--- src/sv/spp_pkg.sv ---
// ----------------------------------------------------------------------------
// spp_pkg
// Shared types, constants and arithmetic helpers for the stereo ping-pong
// delay.
// ----------------------------------------------------------------------------
package spp_pkg;

    localparam int LINE_DEPTH = 65536;
    localparam int ADDR_W     = $clog2(LINE_DEPTH);
    localparam int SAMPLE_W   = 16;
    localparam int GAIN_W     = 16;
    localparam int PROD_W     = SAMPLE_W + GAIN_W + 1;
    localparam int Q_SHIFT    = 15;
    localparam int RND_W      = PROD_W - Q_SHIFT;
    localparam int WIDE_W     = RND_W + 1;
    localparam int CMP_W      = ((ADDR_W > GAIN_W) ? ADDR_W : GAIN_W) + 1;
    localparam int PADDR_W    = 4;
    localparam int PDATA_W    = 32;

    localparam logic [1:0] REG_DELAY    = 2'd0;
    localparam logic [1:0] REG_FEEDBACK = 2'd1;
    localparam logic [1:0] REG_MIX      = 2'd2;
    localparam logic [1:0] REG_BYPASS   = 2'd3;

    localparam logic [GAIN_W-1:0] MIX_RESET = GAIN_W'(32768);

    typedef logic signed [SAMPLE_W-1:0] t_sample;
    typedef logic signed [PROD_W-1:0]   t_prod;
    typedef logic signed [RND_W-1:0]    t_rnd;
    typedef logic signed [WIDE_W-1:0]   t_wide;
    typedef logic [ADDR_W-1:0]          t_addr;

    typedef struct packed {
        logic [GAIN_W-1:0] delay;
        logic [GAIN_W-1:0] feedback;
        logic [GAIN_W-1:0] mix;
        logic              bypass;
    } t_cfg;

    // Round half up and drop the Q1.15 fraction.
    function automatic t_rnd f_round(input t_prod p);
        t_prod biased;
        biased = p + PROD_W'(16384);
        return t_rnd'(biased >>> Q_SHIFT);
    endfunction

    function automatic t_sample f_sat(input t_wide x);
        t_sample res;
        if (x > t_wide'(32767)) begin
            res = 16'sh7fff;
        end else if (x < -t_wide'(32768)) begin
            res = 16'sh8000;
        end else begin
            res = x[SAMPLE_W-1:0];
        end
        return res;
    endfunction

endpackage

--- src/sv/spp_mix.sv ---
// ----------------------------------------------------------------------------
// spp_mix
// Rounds the registered gain products of one channel into the next feedback
// sample and the saturated dry plus wet output, or the dry sample in bypass.
// ----------------------------------------------------------------------------
module spp_mix (
    input  spp_pkg::t_prod   i_prod_fb,
    input  spp_pkg::t_prod   i_prod_mix,
    input  spp_pkg::t_sample i_dry,
    input  logic             i_bypass,
    output spp_pkg::t_sample o_fb,
    output spp_pkg::t_sample o_out
);
    import spp_pkg::*;

    t_rnd  w_fb_r;
    t_rnd  w_mix_r;
    t_wide w_sum;

    assign w_fb_r  = f_round(i_prod_fb);
    assign w_mix_r = f_round(i_prod_mix);
    assign w_sum   = t_wide'(i_dry) + t_wide'(w_mix_r);
    assign o_fb    = f_sat(t_wide'(w_fb_r));
    assign o_out   = i_bypass ? i_dry : f_sat(w_sum);

endmodule

--- config.mk ---
export PLATFORM = sky130hd
export DESIGN_NAME = spp_mix
export DESIGN_NICKNAME = d
export VERILOG_FILES = /design/src/sv/spp_pkg.sv /design/src/sv/spp_mix.sv
export SDC_FILE = /design/constraint.sdc
export NUM_CORES = 1
export LEC_CHECK = 0
export BUFFER_PORTS_ARGS = -buffer_cell sky130_fd_sc_hd__clkbuf_2
export CAP_MARGIN = 5
export CORE_MARGIN = 10
export CORE_UTILIZATION = 52
export DETAILED_ROUTE_END_ITERATION = 7
export PLACE_DENSITY = 0.95
export SKIP_LAST_GASP = 1
export SLEW_MARGIN = 0
export SYNTH_ARGS = -nofsm -noshare
export SYNTH_HDL_FRONTEND = slang
export SYNTH_SLANG_ARGS = --single-unit
--- constraint.sdc ---
create_clock -name vclk -period 12.2
set_input_delay 1.83 -clock vclk [all_inputs]
set_output_delay 1.83 -clock vclk [all_outputs]
set_load 0.03 [all_outputs]
==> run metrics <==
outcome complete, no violations; Area Growth Syn to Fin 20.1%; final core utilization 63.7%; post-layout min period 7.76 ns; Seq pwr share 0%; Hold Path Origin i_dry[15]; layout cells sized above 1 32.3%; post-synth cell types 57; mapped cell area 0.00211 sq mm; most frequent cell after synthesis nand2_1; Top Ports 115; CP Class in -> out; Yosys top cell by area ha_1; combinational power share 100.0%; Slew Viols, Final 0; IO Port Bufs 87; Final Hold Viols 0; Clk pwr share 0%; Tightest Pin Transition 0.863 ns; sequential-to-total area share from yosys stat 0%; multi-input logic area 0.00199 sq mm; CP required 10.37 ns; Worst Hold End o_out[15]; vias in the first global route 2580; die height 83.7 um; switching pwr 0.106 mW; Max-slew headroom 42.5%; Warnings, synthesis 0; CP Launch Type primary input; Seq. cell area 0 sq um; Iteration-0 DRC Markers 152; global-route wire length before repair 10800 um; Final nets 479; Final Routed Wirelength 6390 um; top-area cell type share of the netlist area 13.1%; Die ar. 0.00700 sq mm; crit path max fanout 14; top cells by area, synth ha_1 (13%), xnor2_1 (10%), xor2_1 (7.9%); Worst setup EP type output pin; Period Utilization, post-route 63.6%; Avg WL per Cell 15.2 um; antenna violations before repair 0; synth cell count leaders nand2_1 (39), o21ai_0 (25), xnor2_1 (24), ha_1 (22); grt ovf 0; Mapped Avg Cell Area 7.19 sq um; dpl hpwl 5460 um; Final TNS setup 0 ns; Power Total 0.161 mW; die width 83.7 um; 1st-pass router iterations 4; post-CTS setup buffer count 0; Worst EP arrival 5.93 ns; hold crit path type in -> out; Hold Crit Depth 4; ant diodes 0; Core ar. 0.00397 sq mm; final setup fails 0; GRT Overall Usage 17.1%; largest net degree at the start of global routing 17; DRC 0; antenna-violating nets left 0; unrepaired setup endpoints after global routing false; internal power 0.0556 mW; Gate Count Post-Synth 293; Initial Util 53.1%; fill cell count 352; switching part of the total 65.5%; max frequency 129 MHz; Leakage 1.13 nW; total number of vias 2458; Seq cells 0; clock buf count 0; P per Cell Area 63.7 mW/mm^2; number of hold buffers added after CTS 0; post-cts resize count 0; number of max-cap violations 0; Row Count 23; syn nets 399; Via-to-Cell Ratio 5.84; IR drop worst, VDD 0.0254 mV; RePlAce Congestion 0.916
-- worst max-delay path: stages --
cell and delay, ns:
clkbuf_2 0.12, and3_1 0.17, and3_1 0.19, and2_1 0.20, nor2b_1 0.37, nand2_1 0.13
xnor2_1 0.14, ha_1 0.38, a21o_1 0.22, a31o_2 0.29, nor4_2 0.25, o32ai_2 0.15
xor2_2 0.21, o31ai_4 0.78, o2111ai_1 0.26, clkbuf_2 0.25
-- cells by family after synthesis --
| group | count (synthesis) | synth area share, % |
|---|---|---|
| and+or+nand+nor | 114 | 27.3 |
| AOI/OAI and AO/OA | 89 | 32.8 |
| xor gates and xnor gates | 46 | 20.2 |
| adders and majority gates | 23 | 14.0 |
| buffers and inverters | 21 | 5.64 |
-- power groups by stage --
stage               Combinational (mW)  Sequential (mW)  Clock [mW]
global route                     0.175                0           0
CTS                              0.161                0           0
floorplan                        0.120                0           0
global placement                 0.156                0           0
finish                           0.161                0           0
detailed placement               0.161                0           0
-- worst max path at each step --
stage,from,endpoint
6_report,i_prod_mix[16],o_out[11]
3_3_place_gp,i_prod_mix[16],o_out[1]
4_1_cts,i_prod_mix[16],o_out[1]
5_1_grt,i_prod_mix[16],o_out[1]
2_1_floorplan,i_prod_mix[17],o_out[0]
3_5_place_dp,i_prod_mix[16],o_out[1]
-- stage by stage --
step,instances,cell area [sq um],hold WS [ns],worst slack [ns]
detailed placement,421,2530,4.06,4.45
global route,421,2530,4.09,4.19
CTS,421,2530,4.06,4.46
finish,421,2530,4.06,4.44
floorplan,293,2110,3.86,5.24
global placement,421,2530,4.06,4.55
-- per-layer routing --
layer / wire length, um / up-vias / GRT usage [%]
met5: 0 / - / 0
met3: 580 / 8 / 5.27
met4: 97 / 0 / 3.65
met2: 3180 / 93 / 32.3
met1: 2540 / 1120 / 17.8
li1: - / 1237 / -
-- cell type report --
type	instances	area share [%]
inverters	12	1.78
multi-input cells	272	78.5
well taps	50	2.47
repair buffers	87	17.2
-- layout by cell type (no fill, tap or decap), types with 4 or more instances in the layout --
master	instances
xnor2_1	24
clkbuf_2	87
ha_1	22
or3_1	4
a21oi_1	18
xor2_1	19
o211ai_2	10
nand2b_1	5
inv_1	12
o21ai_0	25
nand2_1	39
nand4_1	4
nor2_1	20
and3_1	5
o211ai_1	6
nand3_1	20
Power figures use the tool's default switching activity.
