### src/sv/spp_pkg.sv
// ----------------------------------------------------------------------------
// spp_pkg
// Shared types, constants and arithmetic helpers for the stereo ping-pong
// delay.
// ----------------------------------------------------------------------------
package spp_pkg;

    localparam int LINE_DEPTH = 65536;
    localparam int ADDR_W     = $clog2(LINE_DEPTH);
    localparam int SAMPLE_W   = 16;
    localparam int GAIN_W     = 16;
    localparam int PROD_W     = SAMPLE_W + GAIN_W + 1;
    localparam int Q_SHIFT    = 15;
    localparam int RND_W      = PROD_W - Q_SHIFT;
    localparam int WIDE_W     = RND_W + 1;
    localparam int CMP_W      = ((ADDR_W > GAIN_W) ? ADDR_W : GAIN_W) + 1;
    localparam int PADDR_W    = 4;
    localparam int PDATA_W    = 32;

    localparam logic [1:0] REG_DELAY    = 2'd0;
    localparam logic [1:0] REG_FEEDBACK = 2'd1;
    localparam logic [1:0] REG_MIX      = 2'd2;
    localparam logic [1:0] REG_BYPASS   = 2'd3;

    localparam logic [GAIN_W-1:0] MIX_RESET = GAIN_W'(32768);

    typedef logic signed [SAMPLE_W-1:0] t_sample;
    typedef logic signed [PROD_W-1:0]   t_prod;
    typedef logic signed [RND_W-1:0]    t_rnd;
    typedef logic signed [WIDE_W-1:0]   t_wide;
    typedef logic [ADDR_W-1:0]          t_addr;

    typedef struct packed {
        logic [GAIN_W-1:0] delay;
        logic [GAIN_W-1:0] feedback;
        logic [GAIN_W-1:0] mix;
        logic              bypass;
    } t_cfg;

    // Round half up and drop the Q1.15 fraction.
    function automatic t_rnd f_round(input t_prod p);
        t_prod biased;
        biased = p + PROD_W'(16384);
        return t_rnd'(biased >>> Q_SHIFT);
    endfunction

    function automatic t_sample f_sat(input t_wide x);
        t_sample res;
        if (x > t_wide'(32767)) begin
            res = 16'sh7fff;
        end else if (x < -t_wide'(32768)) begin
            res = 16'sh8000;
        end else begin
            res = x[SAMPLE_W-1:0];
        end
        return res;
    endfunction

endpackage

### src/sv/spp_apb.sv
// ----------------------------------------------------------------------------
// spp_apb
// APB register file holding delay length, feedback gain, mix gain and bypass.
// ----------------------------------------------------------------------------
module spp_apb (
    input  logic                   i_clk,
    input  logic                   i_rst_n,
    input  logic                   psel,
    input  logic                   penable,
    input  logic                   pwrite,
    input  logic [spp_pkg::PADDR_W-1:0] paddr,
    input  logic [spp_pkg::PDATA_W-1:0] pwdata,
    output logic [spp_pkg::PDATA_W-1:0] prdata,
    output logic                   pready,
    output spp_pkg::t_cfg          o_cfg
);
    import spp_pkg::*;

    t_cfg       r_cfg;
    logic       w_wr;
    logic [1:0] w_idx;

    assign w_idx  = paddr[3:2];
    assign w_wr   = psel && penable && pwrite;
    assign pready = 1'b1;

    always_ff @(posedge i_clk) begin
        if (!i_rst_n) begin
            r_cfg.delay    <= '0;
            r_cfg.feedback <= '0;
            r_cfg.mix      <= MIX_RESET;
            r_cfg.bypass   <= 1'b0;
        end else if (w_wr) begin
            unique case (w_idx)
                REG_DELAY:    r_cfg.delay    <= pwdata[GAIN_W-1:0];
                REG_FEEDBACK: r_cfg.feedback <= pwdata[GAIN_W-1:0];
                REG_MIX:      r_cfg.mix      <= pwdata[GAIN_W-1:0];
                REG_BYPASS:   r_cfg.bypass   <= pwdata[0];
                default:      r_cfg.bypass   <= r_cfg.bypass;
            endcase
        end
    end

    always_comb begin
        unique case (w_idx)
            REG_DELAY:    prdata = PDATA_W'(r_cfg.delay);
            REG_FEEDBACK: prdata = PDATA_W'(r_cfg.feedback);
            REG_MIX:      prdata = PDATA_W'(r_cfg.mix);
            REG_BYPASS:   prdata = PDATA_W'(r_cfg.bypass);
            default:      prdata = '0;
        endcase
    end

    assign o_cfg = r_cfg;

endmodule

### config.mk
export PLATFORM = sky130hd
export DESIGN_NAME = spp_apb
export DESIGN_NICKNAME = d
export VERILOG_FILES = /design/src/sv/spp_pkg.sv /design/src/sv/spp_apb.sv
export SDC_FILE = /design/constraint.sdc
export NUM_CORES = 1
export LEC_CHECK = 0
export BUFFER_PORTS_ARGS = -buffer_cell sky130_fd_sc_hd__buf_2
export CAP_MARGIN = 20
export CORE_ASPECT_RATIO = 0.75
export CORE_MARGIN = 8
export CORE_UTILIZATION = 50
export CTS_BUF_LIST = sky130_fd_sc_hd__clkbuf_8
export CTS_CLUSTER_DIAMETER = 60
export DETAILED_ROUTE_END_ITERATION = 8
export GPL_TIMING_DRIVEN = 0
export PLACE_DENSITY = 0.9
export SYNTH_ARGS = -nofsm -noshare
export SYNTH_HDL_FRONTEND = slang
export SYNTH_SLANG_ARGS = --single-unit
### constraint.sdc
create_clock -name i_clk -period 1.9 [get_ports i_clk]
set_input_delay 0.285 -clock i_clk [delete_from_list [all_inputs] [get_ports i_clk]]
set_output_delay 0.285 -clock i_clk [all_outputs]
set_load 0.02 [all_outputs]
==> impl_metrics.py <==
metrics = {
    "global_route": {
        "grt_pass1_wl_mm": 10.3,
        "grt_pass1_vias": 2090,
        "grt_max_degree": 14,
        "overflow": 0,
        "grt_use_total_pct": 18.8,
        "antenna_found_initial": 0,
    },
    "floorplan": {
        "die_h_um": 75.4,
        "die-width_um": 95.1,
        "initial_core_util_pct": 52.3,
        "core_um2": 4490,
        "die_area_um2": 7170,
        "rows": 21,
        "io_pins": 123,
    },
    "worst_setup_path": {
        "worstPathRequired_ns": 1.62,
        "worstPathArrival_ns": 1.42,
        "end_kind": "output pin",
        "critPathMaxFanout": 10,
        "critical_path.startpoint_type": "input port",
        "rr_worst_depth": 2,
        "crit_type": "in2out",
    },
    "cts": {
        "clk_pin_slew_ns": 0.08,
        "cts_made_buffers": 5,
        "cts_max_path_buffers": 2,
        "clock-sinks": 49,
        "ctsResizeCount": 0,
        "cts-root-buf": "clkbuf_8",
        "holdBufCountCts": 0,
        "cts_tree": "done",
        "cts.htree.levels": 2,
        "cts_setup_buffers": 0,
        "clk-insertion-delay-late_ns": 0.30,
    },
    "placed_design": {
        "gp_congestion": 0.745,
        "place_inst": 412,
        "dp_hpwl_mm": 5.11,
        "portBuffers": 86,
    },
    "power_and_ir_drop": {
        "ir_worst_vdd_v": 0.000367,
        "powerDensity_nw_per_um2": 642,
        "power_leakage_nw": 1.55,
    },
    "routing": {
        "drt_wl_total_mm": 6.71,
        "post_drt_wl_per_cell_um": 16.0,
        "drcViolationCount": 0,
        "firstDrtPassIters": 4,
        "ant_nets": 0,
        "viasPerCell": 4.92,
        "drt_iter0_drc": 82,
        "via_count": 2060,
    },
    "cells_and_area": {
        "drive_gt1_share_pct": 34.8,
        "largest_reg_flops": 49,
        "stdcell_count": 419,
        "area_growth_pct": 27.4,
        "nets": 403,
        "diodes": 0,
    },
    "logic_synthesis": {
        "synth_area_um2": 2350,
        "ys_seq_area_share_pct": 41.8,
        "synth_seq_cells": 49,
        "synth_area_per_cell_um2": 9.25,
        "synthDistinctLibCells": 20,
        "yosys_warnings": 0,
        "syn_inst": 254,
    },
    "min_path": {
        "holdPathStages": 3,
        "hp-class": "in2reg",
    },
    "flow_run": {
        "cap_violations": 0,
    },
    "timing": {
        "tns_ns": 0,
        "finalHoldViolations": 0,
        "finalCritPeriodShare_pct": 89.5,
        "worst_pin_slew_ns": 0.554,
        "slew_headroom_pct": 63.1,
        "fin_skew_ns": 0,
        "finalSetupViolCount": 0,
        "rsz0062_at_grt": "no",
        "fin_crit_ns": 1.70,
        "maxSlewViolCount": 0,
        "fmax_mhz": 588,
    },
    "run_status": {
        "outcome": "finished, final reports clean",
    },
}
[cell usage after synthesis, drive strengths merged]
library cell / instances / area, um^2
and2: 1 / 8.76
and3: 1 / 11.3
buf: 31 / 244
clkbuf: 5 / 18.8
conb: 2 / 7.51
dfxtp: 49 / 981
inv: 1 / 3.75
mux2i: 63 / 631
mux4: 1 / 22.5
nand2: 79 / 297
nand3: 2 / 10.0
nand3b: 1 / 7.51
nor2b: 1 / 6.26
nor3b: 1 / 12.5
o211ai: 1 / 12.5
o21ai: 15 / 75.1
[critical path, stage by stage]
cell and delay (ns):
buf_2 0.08, buf_2 0.21, clkbuf_1 0.46, o21ai_0 0.19
buf_2 0.19
[layer usage]
metal	up-vias	global-route usage (%)	share of wire (%)
met5	-	0	0
met3	9	5.71	10
met4	0	7.07	1.1
li1	1020	-	-
met1	948	23.0	44
met2	83	30.6	45
[layout by cell type (no fill, tap or decap)]
master | Yosys | routed
mux4_2 | 1 | 1
nor2b_1 | 1 | 1
buf_8 | 1 | 1
o21ai_0 | 15 | 15
conb_1 | 2 | 17
buf_4 | 20 | 20
dfxtp_1 | 49 | 49
inv_1 | 1 | 2
nand3b_1 | 1 | 1
clkbuf_1 | 5 | 5
and3_4 | 1 | 1
mux2i_1 | 63 | 63
buf_2 | 3 | 89
nand2_1 | 79 | 79
and2_4 | 1 | 1
o211ai_2 | 1 | 1
nor3b_2 | 1 | 1
clkbuf_8 | 0 | 6
buf_6 | 5 | 5
buf_1 | 2 | 2
nand3_1 | 2 | 2
[area by class of cell]
cell class              instances  area (um^2)
flip-flops and latches         49          981
fillers                       380         1500
well taps                      57         71.3
clock buffers                   6         82.6
multi-input cells             183         1160
inverters                       1         3.75
plain buffers                  36          263
repair buffers                 86          430
clock inverters                 1         3.75
[logic make-up after synthesis]
family                 after synthesis  synth area share (%)
other                                2                 0.320
buffers and inverters               37                  11.3
AO/OA/AOI/OAI                       16                  3.73
multiplexers                        64                  27.8
AND/OR/NAND/NOR                     86                  15.0
flip-flops                          49                  41.8
[per-stage QoR]
step	utilization (%)	worst slack, ns	power, mW	hold WS [ns]	instance area [um^2]
finish	66.6	0.199	1.92	0.255	2990
global route	66.6	0.117	1.98	0.259	2990
CTS	66.6	0.210	1.92	0.250	2990
detailed placement	64.7	0.199	1.32	0.465	2910
global placement	64.7	0.266	1.32	0.454	2910
floorplan	-	0.371	1.25	0.445	2400
[power by group]
part | internal [mW] | total [mW] | switching, mW | leakage (nW)
clock network | 0.284 | 0.618 | 0.334 | 0.0485
registers | 1.04 | 1.05 | 0.0108 | 0.396
logic | 0.0944 | 0.252 | 0.157 | 1.10
[path summary, 6_finish.rpt]
check,startpoint,endpoint,slack (ns)
max,paddr[3],prdata[8],0.20
min,pwdata[15],o_cfg[16],0.26
max reg2reg,o_cfg[23],o_cfg[23],1.17
min reg2reg,o_cfg[47],o_cfg[47],0.48
Note: power is estimated with default switching activity, not from simulation.
